$ cat src/sv/rc5d_pkg.sv
// Shared constants, register codes and item types for the RC5 pulse decoder.
// No dependencies; every other file of the block imports this package.
package rc5d_pkg;

   localparam int FRAME_BITS   = 13;
   localparam int TICK_W       = 16;
   localparam int REMAIN_W     = 4;
   localparam int ADDR_W       = 5;
   localparam int CMD_W        = 7;
   localparam int CSR_INDEX_W  = 3;
   localparam int QUEUE_DEPTH  = 2;

   localparam logic [TICK_W-1:0] HALF_MIN_RESET = 16'd600;
   localparam logic [TICK_W-1:0] HALF_MAX_RESET = 16'd1200;
   localparam logic [TICK_W-1:0] FULL_MIN_RESET = 16'd1500;
   localparam logic [TICK_W-1:0] FULL_MAX_RESET = 16'd2100;

   localparam logic [CSR_INDEX_W-1:0] CSR_HALF_MIN = 3'd0;
   localparam logic [CSR_INDEX_W-1:0] CSR_HALF_MAX = 3'd1;
   localparam logic [CSR_INDEX_W-1:0] CSR_FULL_MIN = 3'd2;
   localparam logic [CSR_INDEX_W-1:0] CSR_FULL_MAX = 3'd3;

   typedef enum logic [1:0] {
      CLS_HALF,
      CLS_FULL,
      CLS_BAD
   } pulse_class_type;

   typedef struct packed {
      pulse_class_type cls;
      logic            rising;
   } pulse_item_type;

   typedef struct packed {
      logic full;
      logic empty;
   } queue_status_type;

endpackage

$ cat src/sv/rc5d_classify.sv
// Front part: holds the four window registers and classes each pulse item.
// Depends on rc5d_pkg.
module rc5d_classify
   import rc5d_pkg::*;
(
   input  logic                   clock,
   input  logic                   reset,
   input  logic                   csr_write_enable,
   input  logic [CSR_INDEX_W-1:0] csr_index,
   input  logic [TICK_W-1:0]      csr_write_data,
   input  logic [TICK_W-1:0]      pulse_ticks,
   input  logic                   edge_rising,
   output pulse_item_type         item
);

   logic [TICK_W-1:0] half_min_ff;
   logic [TICK_W-1:0] half_max_ff;
   logic [TICK_W-1:0] full_min_ff;
   logic [TICK_W-1:0] full_max_ff;

   always_ff @(posedge clock) begin
      if (reset) begin
         half_min_ff <= HALF_MIN_RESET;
         half_max_ff <= HALF_MAX_RESET;
         full_min_ff <= FULL_MIN_RESET;
         full_max_ff <= FULL_MAX_RESET;
      end else if (csr_write_enable) begin
         unique case (csr_index)
            CSR_HALF_MIN: half_min_ff <= csr_write_data;
            CSR_HALF_MAX: half_max_ff <= csr_write_data;
            CSR_FULL_MIN: full_min_ff <= csr_write_data;
            CSR_FULL_MAX: full_max_ff <= csr_write_data;
            default: ;
         endcase
      end
   end

   always_comb begin
      item.rising = edge_rising;
      priority if (pulse_ticks > half_min_ff && pulse_ticks < half_max_ff) begin
         item.cls = CLS_HALF;
      end else if (pulse_ticks > full_min_ff && pulse_ticks < full_max_ff) begin
         item.cls = CLS_FULL;
      end else begin
         item.cls = CLS_BAD;
      end
   end

endmodule

$ cat src/sv/rc5d_queue.sv
// Short queue of classed pulse items between the front and back parts.
// Depends on rc5d_pkg.
module rc5d_queue
   import rc5d_pkg::*;
#(
   parameter int DEPTH = QUEUE_DEPTH
) (
   input  logic             clock,
   input  logic             reset,
   input  logic             push,
   input  pulse_item_type   push_item,
   input  logic             pop,
   output pulse_item_type   pop_item,
   output queue_status_type status
);

   localparam int PTR_W = $clog2(DEPTH);
   localparam int CNT_W = $clog2(DEPTH + 1);

   pulse_item_type   slot_ff [DEPTH];
   logic [PTR_W-1:0] wr_ptr_ff, wr_ptr_in;
   logic [PTR_W-1:0] rd_ptr_ff, rd_ptr_in;
   logic [CNT_W-1:0] count_ff, count_in;

   always_comb begin
      wr_ptr_in = wr_ptr_ff;
      rd_ptr_in = rd_ptr_ff;
      if (push) begin
         wr_ptr_in = (wr_ptr_ff == PTR_W'(DEPTH - 1)) ? '0 : wr_ptr_ff + PTR_W'(1);
      end
      if (pop) begin
         rd_ptr_in = (rd_ptr_ff == PTR_W'(DEPTH - 1)) ? '0 : rd_ptr_ff + PTR_W'(1);
      end
      unique case ({push, pop})
         2'b10:   count_in = count_ff + CNT_W'(1);
         2'b01:   count_in = count_ff - CNT_W'(1);
         default: count_in = count_ff;
      endcase
   end

   always_ff @(posedge clock) begin
      if (reset) begin
         wr_ptr_ff <= '0;
         rd_ptr_ff <= '0;
         count_ff  <= '0;
      end else begin
         wr_ptr_ff <= wr_ptr_in;
         rd_ptr_ff <= rd_ptr_in;
         count_ff  <= count_in;
      end
   end

   always_ff @(posedge clock) begin
      if (push) begin
         slot_ff[wr_ptr_ff] <= push_item;
      end
   end

   assign pop_item     = slot_ff[rd_ptr_ff];
   assign status.full  = (count_ff == CNT_W'(DEPTH));
   assign status.empty = (count_ff == '0);

endmodule

$ cat src/sv/rc5d_decode.sv
// Back part: bit tables, frame shift register and the registered result item.
// Depends on rc5d_pkg.
module rc5d_decode
   import rc5d_pkg::*;
(
   input  logic               clock,
   input  logic               reset,
   input  queue_status_type   queue_status,
   input  pulse_item_type     item,
   output logic               pop,
   output logic               rsp_valid,
   input  logic               rsp_stall,
   output logic               field_bit,
   output logic               toggle_bit,
   output logic [ADDR_W-1:0]  device_address,
   output logic [CMD_W-1:0]   command_code
);

   typedef enum logic [1:0] {
      OUT_ZERO,
      OUT_ONE,
      OUT_NONE,
      OUT_INV
   } outcome_type;

   localparam logic [REMAIN_W-1:0] REMAIN_RESET = REMAIN_W'(FRAME_BITS - 1);

   logic [FRAME_BITS-1:0] shift_ff, shift_in;
   logic [REMAIN_W-1:0]   remain_ff, remain_in;
   logic                  prev_ff, prev_in;
   logic                  await_ff, await_in;
   logic                  rsp_valid_ff;
   logic                  field_ff, toggle_ff;
   logic [ADDR_W-1:0]     addr_ff;
   logic [CMD_W-1:0]      cmd_ff;
   logic                  emit;
   logic [FRAME_BITS-1:0] frame;
   outcome_type           outcome;

   function automatic outcome_type lookup(logic prev, pulse_item_type it);
      outcome_type res;
      res = OUT_INV;
      if (it.rising) begin
         unique case ({prev, it.cls == CLS_FULL})
            2'b00: res = OUT_ZERO;
            2'b01: res = OUT_INV;
            2'b10: res = OUT_NONE;
            2'b11: res = OUT_ZERO;
            default: res = OUT_INV;
         endcase
      end else begin
         unique case ({prev, it.cls == CLS_FULL})
            2'b00: res = OUT_NONE;
            2'b01: res = OUT_ONE;
            2'b10: res = OUT_ONE;
            2'b11: res = OUT_INV;
            default: res = OUT_INV;
         endcase
      end
      return res;
   endfunction

   assign pop     = !queue_status.empty && (!rsp_valid_ff || !rsp_stall);
   assign outcome = lookup(prev_ff, item);
   assign frame   = shift_ff | FRAME_BITS'(outcome == OUT_ONE);

   always_comb begin
      shift_in  = shift_ff;
      remain_in = remain_ff;
      prev_in   = prev_ff;
      await_in  = await_ff;
      emit      = 1'b0;
      if (pop) begin
         priority if (!item.rising && await_ff) begin
            await_in = 1'b0;
         end else if (item.cls == CLS_BAD || outcome == OUT_INV) begin
            shift_in  = '0;
            remain_in = REMAIN_RESET;
            prev_in   = 1'b1;
            await_in  = 1'b1;
         end else if (outcome == OUT_NONE) begin
            shift_in = shift_ff;
         end else if (remain_ff != '0) begin
            prev_in   = (outcome == OUT_ONE);
            shift_in  = frame << 1;
            remain_in = remain_ff - REMAIN_W'(1);
         end else begin
            emit      = 1'b1;
            shift_in  = '0;
            remain_in = REMAIN_RESET;
            prev_in   = 1'b1;
            await_in  = 1'b1;
         end
      end
   end

   always_ff @(posedge clock) begin
      if (reset) begin
         shift_ff     <= '0;
         remain_ff    <= REMAIN_RESET;
         prev_ff      <= 1'b1;
         await_ff     <= 1'b1;
         rsp_valid_ff <= 1'b0;
      end else begin
         shift_ff  <= shift_in;
         remain_ff <= remain_in;
         prev_ff   <= prev_in;
         await_ff  <= await_in;
         if (emit) begin
            rsp_valid_ff <= 1'b1;
         end else if (!rsp_stall) begin
            rsp_valid_ff <= 1'b0;
         end
      end
   end

   always_ff @(posedge clock) begin
      if (emit) begin
         field_ff  <= frame[FRAME_BITS-1];
         toggle_ff <= frame[FRAME_BITS-2];
         addr_ff   <= frame[FRAME_BITS-3 -: ADDR_W];
         cmd_ff    <= {~frame[FRAME_BITS-1], frame[CMD_W-2:0]};
      end
   end

   assign rsp_valid      = rsp_valid_ff;
   assign field_bit      = field_ff;
   assign toggle_bit     = toggle_ff;
   assign device_address = addr_ff;
   assign command_code   = cmd_ff;

endmodule

$ cat src/sv/rc5_ir_pulse_decoder_core.sv
// Top level of the RC5 infrared pulse decoder: classifier, queue and decoder.
// Depends on rc5d_pkg, rc5d_classify, rc5d_queue and rc5d_decode.
//
//   Channel   Direction  Handshake              Payload
//   req_      in         req_valid / req_stall  pulse_ticks, edge_rising
//   rsp_      out        rsp_valid / rsp_stall  field, toggle, address, command
//   csr_      in         csr_write_enable       csr_index, csr_write_data
//
// One pulse item is accepted per cycle while req_stall is low; a pulse completing a frame
// is written into the queue, then decoded, and its result is registered on rsp_valid.
// Reset restores the window registers and clears the frame state.
// A stalled result holds the decoder, and req_stall rises once the queue is full.
module rc5_ir_pulse_decoder_core
   import rc5d_pkg::*;
#(
   parameter int DEPTH = QUEUE_DEPTH
) (
   input  logic                   clock,
   input  logic                   reset,
   input  logic                   req_valid,
   output logic                   req_stall,
   input  logic [TICK_W-1:0]      req_pulse_ticks,
   input  logic                   req_edge_rising,
   output logic                   rsp_valid,
   input  logic                   rsp_stall,
   output logic                   rsp_field_bit,
   output logic                   rsp_toggle_bit,
   output logic [ADDR_W-1:0]      rsp_device_address,
   output logic [CMD_W-1:0]       rsp_command_code,
   input  logic                   csr_write_enable,
   input  logic [CSR_INDEX_W-1:0] csr_index,
   input  logic [TICK_W-1:0]      csr_write_data
);

   pulse_item_type   front_item;
   pulse_item_type   back_item;
   queue_status_type q_status;
   logic             push;
   logic             pop;

   assign req_stall = q_status.full;
   assign push      = req_valid && !req_stall;

   rc5d_classify u_classify (
      .clock            (clock),
      .reset            (reset),
      .csr_write_enable (csr_write_enable),
      .csr_index        (csr_index),
      .csr_write_data   (csr_write_data),
      .pulse_ticks      (req_pulse_ticks),
      .edge_rising      (req_edge_rising),
      .item             (front_item)
   );

   rc5d_queue #(
      .DEPTH (DEPTH)
   ) u_queue (
      .clock     (clock),
      .reset     (reset),
      .push      (push),
      .push_item (front_item),
      .pop       (pop),
      .pop_item  (back_item),
      .status    (q_status)
   );

   rc5d_decode u_decode (
      .clock          (clock),
      .reset          (reset),
      .queue_status   (q_status),
      .item           (back_item),
      .pop            (pop),
      .rsp_valid      (rsp_valid),
      .rsp_stall      (rsp_stall),
      .field_bit      (rsp_field_bit),
      .toggle_bit     (rsp_toggle_bit),
      .device_address (rsp_device_address),
      .command_code   (rsp_command_code)
   );

   a_queue_status: assert property (@(posedge clock) disable iff (reset)
      !(q_status.full && q_status.empty))
      else $error("Queue reports full and empty together.");

   a_pop_not_empty: assert property (@(posedge clock) disable iff (reset)
      pop |-> !q_status.empty)
      else $error("Decoder took an item from an empty queue.");

   a_result_from_pop: assert property (@(posedge clock) disable iff (reset)
      $rose(rsp_valid) |-> $past(pop))
      else $error("Result item appeared without a decoded pulse.");

   a_result_held: assert property (@(posedge clock) disable iff (reset)
      (rsp_valid && rsp_stall) |=> (rsp_valid && !$past(pop)))
      else $error("Decoder advanced while its result item was stalled.");

endmodule

$ cat config.mk
export PLATFORM = sky130hd
export DESIGN_NAME = rc5_ir_pulse_decoder_core
export DESIGN_NICKNAME = d
export VERILOG_FILES = /design/src/sv/rc5d_pkg.sv /design/src/sv/rc5d_classify.sv /design/src/sv/rc5d_queue.sv /design/src/sv/rc5d_decode.sv /design/src/sv/rc5_ir_pulse_decoder_core.sv
export SDC_FILE = /design/constraint.sdc
export NUM_CORES = 1
export LEC_CHECK = 0
export ABC_AREA = 0
export BUFFER_PORTS_ARGS = -buffer_cell sky130_fd_sc_hd__clkbuf_2
export CAP_MARGIN = 20
export CORE_MARGIN = 2
export CORE_UTILIZATION = 45
export DETAILED_ROUTE_END_ITERATION = 12
export PLACE_DENSITY = 0.76
export SETUP_SLACK_MARGIN = 0.4
export SYNTH_ARGS = -nofsm -noshare
export SYNTH_HDL_FRONTEND = slang
export SYNTH_SLANG_ARGS = --single-unit
$ cat constraint.sdc
create_clock -name clock -period 2.6 [get_ports clock]
set_clock_uncertainty 0.1 [all_clocks]
set_input_delay 0.13 -clock clock [delete_from_list [all_inputs] [get_ports clock]]
set_output_delay 0.13 -clock clock [all_outputs]
set_load 0.02 [all_outputs]
==> impl_results.md <==
* Run status: finished, final reports clean
* Critical-path maximum fanout at 2
* Portion of total power attributed to the clock network at 0.329
* Number of different library cells in the post-synthesis netlist at 53
* Critical path launch point type: flip-flop
* Dominant register cell in the synthesized netlist: dfxtp_1
* Number of clock buffers inserted by TritonCTS at 9
* First DRT Iteration DRCs at 266
* Slew Viols, Final at 0
* Starting density of the core at 0.4555
* Sequential share of the synthesized area at 0.4354
* Area of the die at about 13000 um2
* Post-synthesis cell count at roughly 620
* Initial antenna violation count at 0
* Layout-stage area growth over the synthesis result at 17.57%
* Critical path class: flip-flop to flip-flop
* Total number of H-tree levels at 3
* Number of synthesized register bits at 108
* Post-route clock period utilization at 0.8183
* Sum of met3 wire segment lengths after detailed routing at 633 um
* Total Routing Usage GR at 0.1998
* Commonest cells after routing, fill and taps aside: nand2_1, dfxtp_1, a21oi_1
* Final hold violation count at 0
* Aggregate negative setup slack at 0 ns
* Buf+Inv Stages, Crit Path at 1
* DRT antenna net count at 0
* Cell depth of the worst flop-to-flop path at 7
* Synthesized area divided by synthesized cell count at 8.694 um2
* Clock transition time at the flip-flop clock pins of the worst setup and hold paths at around 0.080 ns
* Cell chosen for the clock root: clkbuf_16
* Slew Limit Headroom at 0.4163
* Total via count after detailed routing at roughly 4600
* Die width at about 110 um
* Post-route design area at approximately 6400 um2
* Switching part of the total power at 0.3080
* Actual transition at the worst max-transition pin at 0.8756 ns
* Cells along the critical path: inv_1 -> ha_1 -> and2_0 -> a221oi_2 -> o211ai_1 -> a221oi_2 -> nor2_1
* Die height at 113.8 um
* Post-synthesis instance area at about 5400 um2
* Tot Pwr at 4127 uW
* Hold Crit Depth at 3
* Max_cap viols at 0
* Remaining routing DRC violations at 0
* Flop pwr share at 0.458
* Rows at 40
* Worst path required time at 2.60 ns
* Share of synthesized registers carrying an async set or reset at 0
* Worst Hold Class: input port to flip-flop
* Total length of routed met2 wires at 6.500 mm
* Total nets after synthesis at roughly 730
* Capturing element type of the critical path: flip-flop
* Ports at 57
* Number of nets in the final layout at 796
* Vias in the first global route at about 4400
* Largest stage delay, worst path at 0.35 ns
* Unrepaired setup endpoints after global routing: yes
* Critical path depth at 7
* Via-per-instance ratio at 5.399
* # clock sinks at 108
* Placed inst area at between 5000 and 6000 um2
* Portion of total power attributed to combinational logic at 0.212
* Most frequent cell on the critical path: a221oi_2
* Routability-driven placement congestion ratio at a little under 0.9
* Count of antenna diodes in the layout at 0
* Worst-case clock buffer depth at 2
* Number of flops mapped to enable cells by yosys at 20
* Setup violation total in the final timing report at 0
* Top routing layer used: met4
* Delay-heaviest family, CP: compound AO/OA/AOI/OAI gates
* Wirelength, routed at 12.49 mm
* Ratio of total power to cell area at about 650 nW/um2
* Reported leakage power at 0.002599 uW
* Clock latency reported for the late side of the worst-skew pair at 0.36 ns
* Total gr overflow at 0
* Largest net degree at the start of global routing at 65
* Total net switching power at about 1300 uW
* Total core area at 11910 um2
* IO Port Bufs at 56
* Most common cell after layout, fill and taps aside: nand2_1
* Met1 routed wirelength after detailed routing at 5.060 mm
* Global-route wire length before repair at between 20 and 25 mm
* Max frequency at 470.0 MHz
* Fraction of layout instances using a drive strength above 1 at 0.1379
* CP max-delay cell: a221oi_2
* Clock period minus worst slack at 2.128 ns
* Data arrival, critical path at 2.12 ns
* Cell Int Power at 2856 uW
* Count of filler cells inserted in the layout at 1124
* Worst ir drop on vdd at 438.2 uV
* TritonCTS clock tree: yes
* Placed wire-length estimate at 8.941 mm
* Drt first pass iters at 4
* Syn. warnings at 0
* Post-DR wirelength/cell at 14.81 um
* Setup repair bufs after CTS at 0
-- area by class of cell --
class                   count  area (um2)  share of cell area
multi-input cells         421        2755              0.4319
flip-flops and latches    108        2364              0.3705
repair buffers             81       514.2             0.08062
inverters                  70       262.8             0.04119
clock buffers               9       225.2             0.03531
well taps                 147       183.9             0.02883
clock inverters             7       73.82             0.01157
-- per-layer routing --
layer | global-route usage | vias up
li1 | - | 2273
met2 | 0.3689 | 125
met5 | 0 | -
met4 | 0.07967 | 0
met1 | 0.2298 | 2132
met3 | 0.03294 | 21
-- sequential cells by signal (all words and copies together) (netlist names), 2 cells and up, named ones only --
| register | cells |
|---|---|
| u_decode.remain_ff | 4 |
| u_decode.command_code | 7 |
| u_decode.device_address | 5 |
| u_queue.slot_ff | 6 |
| u_classify.full_min_ff | 16 |
| u_classify.half_max_ff | 16 |
| u_classify.half_min_ff | 16 |
| u_classify.full_max_ff | 16 |
| u_queue.count_ff | 2 |
| u_decode.shift_ff | 12 |
-- cells in the mapped netlist, drive strengths merged, types with 10 or more instances --
library cell / n / area, um2
dfxtp: 88 / 1762
clkbuf: 20 / 75.07
nand4: 11 / 68.82
o211ai: 24 / 180.2
nor2: 24 / 90.09
o21ai: 10 / 50.05
ha: 64 / 800.8
nand2: 126 / 473.0
a21oi: 77 / 389.1
a22oi: 11 / 82.58
edfxtp: 20 / 600.6
inv: 70 / 262.8
-- final timing paths --
check                              from                    endpoint  slack, ns
max           u_classify.full_max_ff[7]       u_queue.slot_ff[0][2]       0.47
min                           rsp_stall          u_decode.rsp_valid       0.02
max reg2reg   u_classify.full_max_ff[7]       u_queue.slot_ff[0][2]       0.47
min reg2reg  u_classify.half_min_ff[12]  u_classify.half_min_ff[12]       0.36
-- repair_timing --
item / 4_1_cts / 5_1_grt
endpoints found under the hold margin: 66 / 0
setup endpoints to repair: 1 / 21
hold buffers: 17 / 0
pin swaps: 0 / 3
resized for setup: 1 / 9
-- metrics by stage --
| step | utilization | hold slack [ns] | cells | setup WS (ns) |
|---|---|---|---|---|
| 4_1_cts | 0.5324 | 0.01855 | 843 | 0.4180 |
| 5_1_grt | 0.5355 | 0.04229 | 843 | 0.3697 |
| 2_1_floorplan | - | 0.1289 | 624 | 0.3460 |
| 3_5_place_dp | 0.4922 | 0.2305 | 810 | 0.4194 |
| 6_report | 0.5355 | 0.01974 | 843 | 0.4724 |
| 3_3_place_gp | 0.4922 | 0.2424 | 810 | 0.4686 |
-- kinds of logic after synthesis --
group | share of synthesized area
compound gates | 0.1663
xor+xnor | 0.01291
fa+ha+maj | 0.1494
buf+inv | 0.06803
flops | 0.4354
mux | 0.004381
simple gates | 0.1635
-- power groups by stage --
stage / clock network, uW / registers [uW] / logic, uW
2_1_floorplan: 0 / 1900 / 611
3_3_place_gp: 0 / 1910 / 773
3_5_place_dp: 0 / 1920 / 821
4_1_cts: 1390 / 1890 / 862
5_1_grt: 1460 / 1900 / 990
6_report: 1360 / 1890 / 877
-- tightest hold or removal path, stage by stage --
cell,delay (ns)
clkbuf_2,0.09
and2_1,0.12
o21a_1,0.11
No activity file was read; power rests on OpenSTA's default activity.
